[src/hw/rtl/base64_stream_codec_unit_defines.svh]
// Assertion macros shared by the Base64 stream codec RTL.
// Included by the modules that carry concurrent assertions; no other dependencies.
`ifndef BASE64_STREAM_CODEC_UNIT_DEFINES_SVH
`define BASE64_STREAM_CODEC_UNIT_DEFINES_SVH

// Check a property on every clock edge outside reset.
`define B64SC_ASSERT(label, clk, rst, prop, msg) \
   label: assert property (@(posedge clk) disable iff (rst) prop) else $error(msg);

// Check a property on every clock edge, reset cycles included.
`define B64SC_ASSERT_ALWAYS(label, clk, prop, msg) \
   label: assert property (@(posedge clk) prop) else $error(msg);

`endif

[src/hw/rtl/b64sc_pkg.sv]
// Types, character constants and alphabet functions for the Base64 stream codec.
// No dependencies; imported by every codec module.
`timescale 1ns / 1ps

package b64sc_pkg;

   // Mode register codes
   localparam logic MODE_ENCODE = 1'b0;
   localparam logic MODE_DECODE = 1'b1;

   // ASCII anchors of the alphabet
   localparam logic [7:0] CHAR_UPPER_A = 8'h41;
   localparam logic [7:0] CHAR_UPPER_Z = 8'h5A;
   localparam logic [7:0] CHAR_LOWER_A = 8'h61;
   localparam logic [7:0] CHAR_LOWER_Z = 8'h7A;
   localparam logic [7:0] CHAR_DIGIT_0 = 8'h30;
   localparam logic [7:0] CHAR_DIGIT_9 = 8'h39;
   localparam logic [7:0] CHAR_PLUS    = 8'h2B;
   localparam logic [7:0] CHAR_SLASH   = 8'h2F;
   localparam logic [7:0] CHAR_PAD     = 8'h3D;

   // Sextet value of the plus symbol character
   localparam logic [5:0] SEXTET_PLUS  = 6'd62;

   // Up to four responses produced by one request
   typedef struct packed {
      logic [3:0][7:0] chr;      // response bytes, slot 0 first
      logic [1:0]      cnt;      // number of responses minus one
      logic            valid;    // 0 for a bare end marker
      logic            last;     // final response of the job closes the message
      logic            stopped;  // decode halted at a foreign character
   } job_type;

   typedef struct packed {
      logic       ok;
      logic [5:0] sextet;
   } dec_type;

   // Map a sextet to its alphabet character
   function automatic logic [7:0] enc_char(input logic [5:0] s);
      logic [7:0] s8;
      s8 = {2'b00, s};
      if (s < 6'd26) return CHAR_UPPER_A + s8;
      if (s < 6'd52) return CHAR_LOWER_A + s8 - 8'd26;
      if (s < 6'd62) return CHAR_DIGIT_0 + s8 - 8'd52;
      if (s == SEXTET_PLUS) return CHAR_PLUS;
      return CHAR_SLASH;
   endfunction

   // Map a character to its sextet; ok is low outside the alphabet
   function automatic dec_type dec_char(input logic [7:0] c);
      dec_type d;
      d.ok     = 1'b1;
      d.sextet = '0;
      if (c >= CHAR_UPPER_A && c <= CHAR_UPPER_Z) begin
         d.sextet = 6'(c - CHAR_UPPER_A);
      end else if (c >= CHAR_LOWER_A && c <= CHAR_LOWER_Z) begin
         d.sextet = 6'(c - CHAR_LOWER_A + 8'd26);
      end else if (c >= CHAR_DIGIT_0 && c <= CHAR_DIGIT_9) begin
         d.sextet = 6'(c - CHAR_DIGIT_0 + 8'd52);
      end else if (c == CHAR_PLUS) begin
         d.sextet = 6'd62;
      end else if (c == CHAR_SLASH) begin
         d.sextet = 6'd63;
      end else begin
         d.ok = 1'b0;
      end
      return d;
   endfunction

endpackage

[src/hw/rtl/b64sc_front.sv]
// Front end of the Base64 stream codec: holds the message state and turns each
// request into at most one job of up to four responses. Depends on b64sc_pkg.
`timescale 1ns / 1ps

module b64sc_front
   import b64sc_pkg::*;
(
   input  logic       clock,
   input  logic       reset,
   input  logic       csr_we,
   input  logic [0:0] csr_wdata,
   input  logic       accept,
   input  logic [7:0] in_byte,
   input  logic       in_last,
   output logic       job_push,
   output job_type    job
);

   logic       mode_ff, mode_in;
   logic [5:0] buf_ff, buf_in;
   logic [2:0] bcnt_ff, bcnt_in;
   logic       halted_ff, halted_in;
   logic [1:0] cc_ff, cc_in;

   // encode path
   logic [5:0] s0, s1, flush;
   logic [1:0] nreal;
   logic [2:0] brem;
   logic       flush_en;
   logic [2:0] n0, total, capped;
   logic [1:0] cc_mid, pads;
   job_type    enc_job;

   // decode path
   dec_type    dec;
   logic       has_byte, dec_halt;
   logic [7:0] dec_byte;
   logic [2:0] dec_brem;
   job_type    dec_job;

   // Build the encode job: one or two sextets, then flush and padding on last
   always_comb begin
      s0    = in_byte[7:2];
      s1    = in_byte[5:0];
      nreal = 2'd1;
      brem  = 3'd2;
      flush = {in_byte[1:0], 4'b0000};
      case (bcnt_ff)
         3'd2: begin
            s0    = {buf_ff[1:0], in_byte[7:4]};
            brem  = 3'd4;
            flush = {in_byte[3:0], 2'b00};
         end
         3'd4: begin
            s0    = {buf_ff[3:0], in_byte[7:6]};
            nreal = 2'd2;
            brem  = 3'd0;
         end
         default: begin
            s0 = in_byte[7:2];
         end
      endcase
      flush_en = (brem != 3'd0);
      n0       = 3'(nreal) + 3'(in_last & flush_en);
      cc_mid   = cc_ff + n0[1:0];
      pads     = 2'b00 - cc_mid;
      total    = n0 + {1'b0, pads};
      capped   = (total > 3'd4) ? 3'd4 : total;

      enc_job.chr[0]  = enc_char(s0);
      enc_job.chr[1]  = (nreal == 2'd2) ? enc_char(s1)
                        : (flush_en ? enc_char(flush) : CHAR_PAD);
      enc_job.chr[2]  = CHAR_PAD;
      enc_job.chr[3]  = CHAR_PAD;
      enc_job.cnt     = in_last ? 2'(capped - 3'd1) : 2'(nreal - 2'd1);
      enc_job.valid   = 1'b1;
      enc_job.last    = in_last;
      enc_job.stopped = 1'b0;
   end

   // Build the decode job: at most one byte, or a bare end marker on last
   always_comb begin
      dec      = dec_char(in_byte);
      has_byte = 1'b0;
      dec_byte = '0;
      dec_brem = bcnt_ff;
      dec_halt = halted_ff;
      if (!halted_ff) begin
         if (!dec.ok) begin
            dec_halt = 1'b1;
         end else begin
            case (bcnt_ff)
               3'd2: begin
                  has_byte = 1'b1;
                  dec_byte = {buf_ff[1:0], dec.sextet};
                  dec_brem = 3'd0;
               end
               3'd4: begin
                  has_byte = 1'b1;
                  dec_byte = {buf_ff[3:0], dec.sextet[5:2]};
                  dec_brem = 3'd2;
               end
               3'd6: begin
                  has_byte = 1'b1;
                  dec_byte = {buf_ff[5:0], dec.sextet[5:4]};
                  dec_brem = 3'd4;
               end
               default: begin
                  dec_brem = 3'd6;
               end
            endcase
         end
      end
      dec_job.chr     = {24'h000000, dec_byte};
      dec_job.cnt     = 2'd0;
      dec_job.valid   = has_byte;
      dec_job.last    = in_last;
      dec_job.stopped = in_last & dec_halt;
   end

   // Select the job and the next message state
   always_comb begin
      mode_in   = mode_ff;
      buf_in    = buf_ff;
      bcnt_in   = bcnt_ff;
      halted_in = halted_ff;
      cc_in     = cc_ff;
      if (mode_ff == MODE_DECODE) begin
         job      = dec_job;
         job_push = accept & (has_byte | in_last);
      end else begin
         job      = enc_job;
         job_push = accept;
      end
      if (csr_we) begin
         mode_in   = csr_wdata[0];
         buf_in    = '0;
         bcnt_in   = '0;
         halted_in = 1'b0;
         cc_in     = '0;
      end else if (accept) begin
         if (in_last) begin
            buf_in    = '0;
            bcnt_in   = '0;
            halted_in = 1'b0;
            cc_in     = '0;
         end else if (mode_ff == MODE_DECODE) begin
            halted_in = dec_halt;
            if (!dec_halt) begin
               buf_in  = dec.sextet;
               bcnt_in = dec_brem;
            end
         end else begin
            buf_in  = in_byte[5:0];
            bcnt_in = brem;
            cc_in   = cc_ff + nreal;
         end
      end
   end

   // Hold mode and message state
   always_ff @(posedge clock) begin
      if (reset) begin
         mode_ff   <= MODE_ENCODE;
         buf_ff    <= '0;
         bcnt_ff   <= '0;
         halted_ff <= 1'b0;
         cc_ff     <= '0;
      end else begin
         mode_ff   <= mode_in;
         buf_ff    <= buf_in;
         bcnt_ff   <= bcnt_in;
         halted_ff <= halted_in;
         cc_ff     <= cc_in;
      end
   end

endmodule

[src/hw/rtl/b64sc_queue.sv]
// Job queue between front and back of the Base64 stream codec, built from
// registers with read and write pointers. Depends on b64sc_pkg and the defines header.
`timescale 1ns / 1ps
`include "base64_stream_codec_unit_defines.svh"

module b64sc_queue
   import b64sc_pkg::*;
#(
   parameter int DEPTH = 4
) (
   input  logic    clock,
   input  logic    reset,
   input  logic    push,
   input  job_type push_job,
   output logic    full,
   input  logic    pop,
   output job_type head_job,
   output logic    empty
);

   localparam int PW = (DEPTH > 1) ? $clog2(DEPTH) : 1;
   localparam int CW = $clog2(DEPTH + 1);

   job_type         entry_ff [DEPTH];
   logic [PW-1:0]   wr_ptr_ff, wr_ptr_in;
   logic [PW-1:0]   rd_ptr_ff, rd_ptr_in;
   logic [CW-1:0]   count_ff, count_in;
   logic            do_push, do_pop;

   assign full     = (count_ff == CW'(DEPTH));
   assign empty    = (count_ff == '0);
   assign head_job = entry_ff[rd_ptr_ff];
   assign do_push  = push & ~full;
   assign do_pop   = pop & ~empty;

   // Advance pointers and occupancy
   always_comb begin
      wr_ptr_in = wr_ptr_ff;
      rd_ptr_in = rd_ptr_ff;
      count_in  = count_ff;
      if (do_push) begin
         wr_ptr_in = (wr_ptr_ff == PW'(DEPTH - 1)) ? '0 : wr_ptr_ff + 1'b1;
      end
      if (do_pop) begin
         rd_ptr_in = (rd_ptr_ff == PW'(DEPTH - 1)) ? '0 : rd_ptr_ff + 1'b1;
      end
      if (do_push && !do_pop) begin
         count_in = count_ff + 1'b1;
      end else if (do_pop && !do_push) begin
         count_in = count_ff - 1'b1;
      end
   end

   always_ff @(posedge clock) begin
      if (reset) begin
         wr_ptr_ff <= '0;
         rd_ptr_ff <= '0;
         count_ff  <= '0;
      end else begin
         wr_ptr_ff <= wr_ptr_in;
         rd_ptr_ff <= rd_ptr_in;
         count_ff  <= count_in;
      end
   end

   // Store jobs; no reset on payload
   always_ff @(posedge clock) begin
      if (do_push) begin
         entry_ff[wr_ptr_ff] <= push_job;
      end
   end

   `B64SC_ASSERT(a_q_bound, clock, reset, count_ff <= CW'(DEPTH), "queue count over depth")
   `B64SC_ASSERT(a_q_grow, clock, reset, (do_push && !do_pop) |=> (count_ff == $past(count_ff) + 1'b1), "queue count did not grow")
   `B64SC_ASSERT(a_q_full_ptr, clock, reset, full |-> (wr_ptr_ff == rd_ptr_ff), "full queue with pointers apart")
   `B64SC_ASSERT_ALWAYS(a_q_reset, clock, reset |=> empty, "queue not empty after reset")

endmodule

[src/hw/rtl/b64sc_back.sv]
// Back end of the Base64 stream codec: takes queued jobs and shows responses
// one per cycle while popped. Depends on b64sc_pkg and the defines header.
`timescale 1ns / 1ps
`include "base64_stream_codec_unit_defines.svh"

module b64sc_back
   import b64sc_pkg::*;
(
   input  logic       clock,
   input  logic       reset,
   input  job_type    head_job,
   input  logic       q_empty,
   output logic       q_pop,
   output logic       rsp_empty,
   input  logic       rsp_pop,
   output logic [7:0] rsp_out_byte,
   output logic       rsp_out_valid,
   output logic       rsp_out_last,
   output logic       rsp_out_stopped
);

   job_type    cur_ff, cur_in;
   logic [1:0] idx_ff, idx_in;
   logic       busy_ff, busy_in;
   logic       take, at_end, load;

   assign take   = rsp_pop & busy_ff;
   assign at_end = (idx_ff == cur_ff.cnt);
   assign load   = ~busy_ff | (take & at_end);
   assign q_pop  = load & ~q_empty;

   // Present the current response
   assign rsp_empty       = ~busy_ff;
   assign rsp_out_byte    = cur_ff.chr[idx_ff];
   assign rsp_out_valid   = cur_ff.valid;
   assign rsp_out_last    = cur_ff.last & at_end;
   assign rsp_out_stopped = cur_ff.stopped;

   // Step through the job, reload from the queue when it is drained
   always_comb begin
      cur_in  = cur_ff;
      idx_in  = idx_ff;
      busy_in = busy_ff;
      if (load) begin
         busy_in = ~q_empty;
         idx_in  = '0;
         if (!q_empty) begin
            cur_in = head_job;
         end
      end else if (take) begin
         idx_in = idx_ff + 1'b1;
      end
   end

   always_ff @(posedge clock) begin
      if (reset) begin
         busy_ff <= 1'b0;
         idx_ff  <= '0;
      end else begin
         busy_ff <= busy_in;
         idx_ff  <= idx_in;
      end
   end

   // Hold the job payload
   always_ff @(posedge clock) begin
      cur_ff <= cur_in;
   end

   `B64SC_ASSERT(a_bk_idx, clock, reset, busy_ff |-> (idx_ff <= cur_ff.cnt), "response index past job end")
   `B64SC_ASSERT(a_bk_marker, clock, reset, (busy_ff && !cur_ff.valid) |-> (cur_ff.last && cur_ff.cnt == 2'd0), "bare end marker not a single final response")
   `B64SC_ASSERT(a_bk_drain, clock, reset, (take && at_end && q_empty) |=> rsp_empty, "response shown after queue drained")

endmodule

[src/hw/rtl/base64_stream_codec_unit.sv]
// Base64 stream codec, top level: mode register, front end, job queue, back end.
// Depends on b64sc_pkg, b64sc_front, b64sc_queue and b64sc_back.
//   Usage:
//   Requests enter on req_push/req_full with req_in_byte and req_in_last; one
//   request is one raw byte (encode) or one character (decode).
//   Responses leave on rsp_empty/rsp_pop; the oldest response sits on rsp_out_*
//   while rsp_empty is low. Encode gives one or two characters per byte and up to
//   four on the last byte (flush and '=' padding); decode gives at most one byte
//   per character, and a bare end marker (rsp_out_valid low) on a last request
//   that yields no byte.
//   csr_we writes csr_wdata as the mode (0 encode, 1 decode) and drops any
//   message in progress; write only while no response is pending.
//   A request's job is registered in the job queue, then in the back end, before its first response shows.
//   The back end emits one response per cycle while rsp_pop is high. The job
//   queue lets the front take requests while the back drains; req_full rises
//   when the queue holds QUEUE_DEPTH jobs, and stays high while the receiver
//   holds rsp_pop low.
//   Reset (synchronous, active high) selects encode and empties everything.
`timescale 1ns / 1ps

module base64_stream_codec_unit
   import b64sc_pkg::*;
#(
   parameter int QUEUE_DEPTH = 4
) (
   input  logic       clock,
   input  logic       reset,
   input  logic       csr_we,
   input  logic [0:0] csr_wdata,
   input  logic       req_push,
   output logic       req_full,
   input  logic [7:0] req_in_byte,
   input  logic       req_in_last,
   output logic       rsp_empty,
   input  logic       rsp_pop,
   output logic [7:0] rsp_out_byte,
   output logic       rsp_out_valid,
   output logic       rsp_out_last,
   output logic       rsp_out_stopped
);

   logic    accept;
   logic    job_push;
   job_type job;
   logic    q_full, q_empty, q_pop;
   job_type head_job;

   // Accept a request whenever the queue has room
   assign accept   = req_push & ~q_full;
   assign req_full = q_full;

   b64sc_front u_front (
      .clock     (clock),
      .reset     (reset),
      .csr_we    (csr_we),
      .csr_wdata (csr_wdata),
      .accept    (accept),
      .in_byte   (req_in_byte),
      .in_last   (req_in_last),
      .job_push  (job_push),
      .job       (job)
   );

   b64sc_queue #(
      .DEPTH (QUEUE_DEPTH)
   ) u_queue (
      .clock    (clock),
      .reset    (reset),
      .push     (job_push),
      .push_job (job),
      .full     (q_full),
      .pop      (q_pop),
      .head_job (head_job),
      .empty    (q_empty)
   );

   b64sc_back u_back (
      .clock           (clock),
      .reset           (reset),
      .head_job        (head_job),
      .q_empty         (q_empty),
      .q_pop           (q_pop),
      .rsp_empty       (rsp_empty),
      .rsp_pop         (rsp_pop),
      .rsp_out_byte    (rsp_out_byte),
      .rsp_out_valid   (rsp_out_valid),
      .rsp_out_last    (rsp_out_last),
      .rsp_out_stopped (rsp_out_stopped)
   );

endmodule
[config.mk]
export PLATFORM = sky130hd
export DESIGN_NAME = base64_stream_codec_unit
export DESIGN_NICKNAME = d
export VERILOG_FILES = /design/src/hw/rtl/b64sc_pkg.sv /design/src/hw/rtl/b64sc_front.sv /design/src/hw/rtl/b64sc_queue.sv /design/src/hw/rtl/b64sc_back.sv /design/src/hw/rtl/base64_stream_codec_unit.sv
export VERILOG_INCLUDE_DIRS = /design/src /design/src/hw/rtl
export SDC_FILE = /design/constraint.sdc
export NUM_CORES = 1
export LEC_CHECK = 0
export BUFFER_PORTS_ARGS = -buffer_cell sky130_fd_sc_hd__buf_2
export CAP_MARGIN = 20
export CORE_AREA = 10 10 154 156
export CTS_BUF_LIST = sky130_fd_sc_hd__clkbuf_8
export CTS_CLUSTER_DIAMETER = 40
export DETAILED_ROUTE_END_ITERATION = 8
export DIE_AREA = 0 0 164 166
export GPL_TIMING_DRIVEN = 0
export HOLD_SLACK_MARGIN = 0.03
export PLACE_DENSITY = 0.68
export SETUP_SLACK_MARGIN = 0.15
export SLEW_MARGIN = 25
export SYNTH_ARGS = -nofsm -noshare
export SYNTH_HDL_FRONTEND = slang
export SYNTH_HIERARCHICAL = 1
export SYNTH_SLANG_ARGS = --single-unit
[constraint.sdc]
create_clock -name clock -period 4.75 [get_ports clock]
set_input_delay 0.475 -clock clock [delete_from_list [all_inputs] [get_ports clock]]
set_output_delay 0.475 -clock clock [all_outputs]
set_load 0.02 [all_outputs]
==> flow_summary.toml <==
[logic_synthesis]
synth_top_area_cell = "edfxtp_1"
synth_area_per_cell_um2 = 14.2
async_reset_ff_frac = 0
synthesis.area_um2 = 10100
yosysUniqueCellTypes = 76
syn_inst = 712
ys_warn_count = 6
synthTopCellsByArea = "edfxtp_1, mux4_2, dfxtp_1"
yosysSeqAreaShare = 0.596
ys_ff_latch = 209
synth_edf_count = 185
synth_ff_type = "edfxtp_1"
synth_top_area_frac = 0.549

[sta]
fmax_mhz = 231
relSlewSlack = 0.478
rsz0062_at_grt = "no"
tightest_slew_ns = 0.778
skew_ns = 0.0238
hold_viol = 0
post-route-period-util = 0.910
slew_viol_final = 0
layout_setup_ws_ns = 0.425
min_period_ns = 4.32
setup_viol = 0
tns_ns = 0

[cells_and_area]
final_cell_area_um2 = 11400
drive_above_1_share = 0.215
multi_input_area_um2 = 3680
final_cells = 1085
diodes = 0
num-fill-cells = 1695
syn2layout_area_growth_pct = 12.7
layout.nets = 834
ff_latch_area_um2 = 6040

[clock_tree]
clkTransAtPathRegs_ns = 0.06
clock_latency_ns = 0.50
hold_buffers = 0
numClockSinks = 209
cts_max_level = 2
cts_tree = "built"
cts-buffers-inserted = 35
ctsRootBufferMaster = "clkbuf_8"
cts_buffer_depth = 3

[placed_design]
placedCellCount = 1025
postPlaceCellArea_um2 = 10800
dpl.hpwl_um = 16000
place_ws_ns = -0.675
io_buffers = 26
place_congestion = 0.951

[global_routing]
gr-total-overflow = 0
grt_pass1_vias = 6544
antenna_found_initial = 0
grt_pass1_wl_um = 36000
grt_max_degree = 24
grtUsageTotal = 0.166

[critical_path]
slowest_delay_ns = 0.50
path_max_fanout = 17
slowest_stage = "o21ai_1"
arrival_ns = 4.73
crit_type = "in2reg"
reg2regPathDepth = 13
timing.reg2reg.setup_slack_ns = 0.84
r2r-end = "u_queue/entry_ff[3][6]"
crit_chain = "buf_2 > inv_1 > ha_1 > nor2b_1 > o21ai_1 > o21ai_1 > a21oi_4 > nand2b_1 > a31oi_2 > bufinv_8 > nor2_2 > ha_1 > inv_1 > fa_1 > xor2_1 > or3_1 > a21oi_1"
rr_startpoint = "u_front/bcnt_ff[1]"
worstSetupEndpointType = "flip-flop"
critPathLaunchType = "primary input"
crit_required_ns = 5.16

[run]
drv_cap = 0

[floorplanning]
start_util = 0.489
dieArea_um2 = 27200
die_w_um = 164
die_h_um = 166
ios = 28
coreArea_um2 = 20700
rows = 53

[power]
vdd_drop_max_v = 0.000173
p_leak_nw = 3.92
fin_total_pwr_mw = 5.51
power.density_nw_per_um2 = 483

[routing]
viasPerCell = 5.96
drc_errors = 0
vias = 6468
drtIter0Drc = 603
wl_um = 22700
ant_nets = 0
wire_per_inst_um = 20.9
firstDrtPassIters = 5

[worst_hold_path]
worstHoldStart = "csr_wdata"
worstHoldPathType = "in2reg"
hold_end = "u_front/mode_ff"
whs_path_depth = 3

[status]
status = "finished, final reports clean"
==> synth_stat cells (all sizes together) (3+ instances only) <==
cell,count
nor2b,5
mux2i,11
xor2,7
nand3,15
a211o,4
a311oi,3
a21boi,3
a22oi,8
buf,40
mux4,45
o221ai,4
o41ai,3
a21oi,43
a211oi,10
nor2,34
nor3,14
nand3b,5
dfxtp,24
o211ai,9
inv,29
a21o,6
edfxtp,185
nand2,33
ha,33
or3,8
nand2b,8
o31ai,3
a222oi,4
nor4,3
a31oi,8
o22ai,11
xnor2,8
o21ai,14
a221oi,3
nand4,11
clkbuf,15
and3,9
==> layer usage <==
metal,vias up,routed length (µm),global-route usage
met5,-,0,0
met4,0,838,0.0688
met3,65,1030,0.0280
met2,236,11500,0.279
met1,3215,9340,0.206
li1,2952,-,-
==> per-stage QoR <==
step	hold WS, ns	util
after floorplan	0.443	-
after CTS	0.197	0.550
after global routing	0.215	0.551
after global placement	0.467	0.514
after detailed placement	0.481	0.520
final	0.231	0.551
==> critical path: cells and delay by family <==
kind / cells / cell delay, ns
xor gates and xnor gates: 1 / 0.16
adders and majority gates: 3 / 0.87
buffers and inverters: 4 / 0.86
AOI/OAI and AO/OA: 5 / 1.56
and+or+nand+nor: 4 / 0.79
==> cell usage in the layout (no fill, tap or decap), drive strengths merged, types with 4 or more instances in the layout <==
cell,count
a31oi,8
a222oi,4
o221ai,4
ha,33
xnor2,8
clkinv,19
mux4,45
clkbuf,49
nand3,15
o22ai,11
a211oi,10
nand3b,5
nor2,34
nor3,14
a211o,4
a21o,6
nor2b,5
xor2,7
inv,36
mux2i,11
nand4,11
dfxtp,24
o211ai,9
conb,6
a22oi,8
nand2b,8
or3,8
a21oi,43
buf,72
edfxtp,185
and3,9
nand2,33
o21ai,14
==> registers in the layout, indices dropped and copies added (netlist names), named ones only <==
signal and flops:
u_queue/entry_ff 148, u_queue/rd_ptr_ff 2, u_queue/wr_ptr_ff 2, u_queue/count_ff 3, u_back/idx_ff 2, u_front/cc_ff 2, u_front/mode_ff 1, u_back/rsp_out_valid 1
u_back/busy_ff 1, u_back/cur_ff 35, u_front/buf_ff 6, u_back/rsp_out_stopped 1, u_front/bcnt_ff 2, u_front/halted_ff 1
==> worst max path at each step <==
stage	to	from	cells past startpoint
after CTS	u_queue/count_ff[2]	req_in_byte[2]	17
after global routing	u_queue/count_ff[2]	req_in_byte[2]	17
final	u_queue/count_ff[2]	req_in_byte[2]	17
after floorplan	u_queue/count_ff[2]	req_in_byte[2]	17
after global placement	u_queue/entry_ff[3][33]	req_in_byte[2]	11
after detailed placement	u_queue/count_ff[2]	req_in_byte[2]	18
==> kinds of logic after synthesis <==
| group | Yosys count | share of synthesized area |
|---|---|---|
| other | 1 | 0.000370 |
| DFF | 209 | 0.596 |
| adders and majority gates | 34 | 0.0427 |
| muxes | 57 | 0.115 |
| buffers and inverters | 87 | 0.0466 |
| AOI/OAI and AO/OA | 154 | 0.105 |
| and+or+nand+nor | 155 | 0.0802 |
| xor gates and xnor gates | 15 | 0.0137 |
==> where the power goes <==
group | leakage, nW | total, mW | internal, mW | switching, mW
Sequential | 1.88 | 2.60 | 2.49 | 0.112
Clock | 0.349 | 1.43 | 0.749 | 0.676
Combinational | 1.69 | 1.49 | 0.628 | 0.857
Total | 3.92 | 5.51 | 3.87 | 1.65
==> cell type report <==
type | count | share of cell area
plain buffers | 53 | 0.0286
clock buffers | 35 | 0.0422
clock inverters | 27 | 0.0131
inverters | 32 | 0.0122
multi-input cells | 421 | 0.323
flip-flops and latches | 209 | 0.529
well taps | 275 | 0.0302
repair buffers | 33 | 0.0220
==> timing repair <==
item | in CTS | in global routing
setup endpoints to repair | 2 | 1
resized for setup | 0 | 3
setup buffers | 0 | 0
pin swaps | 0 | 0
Power figures use the tool's default switching activity.
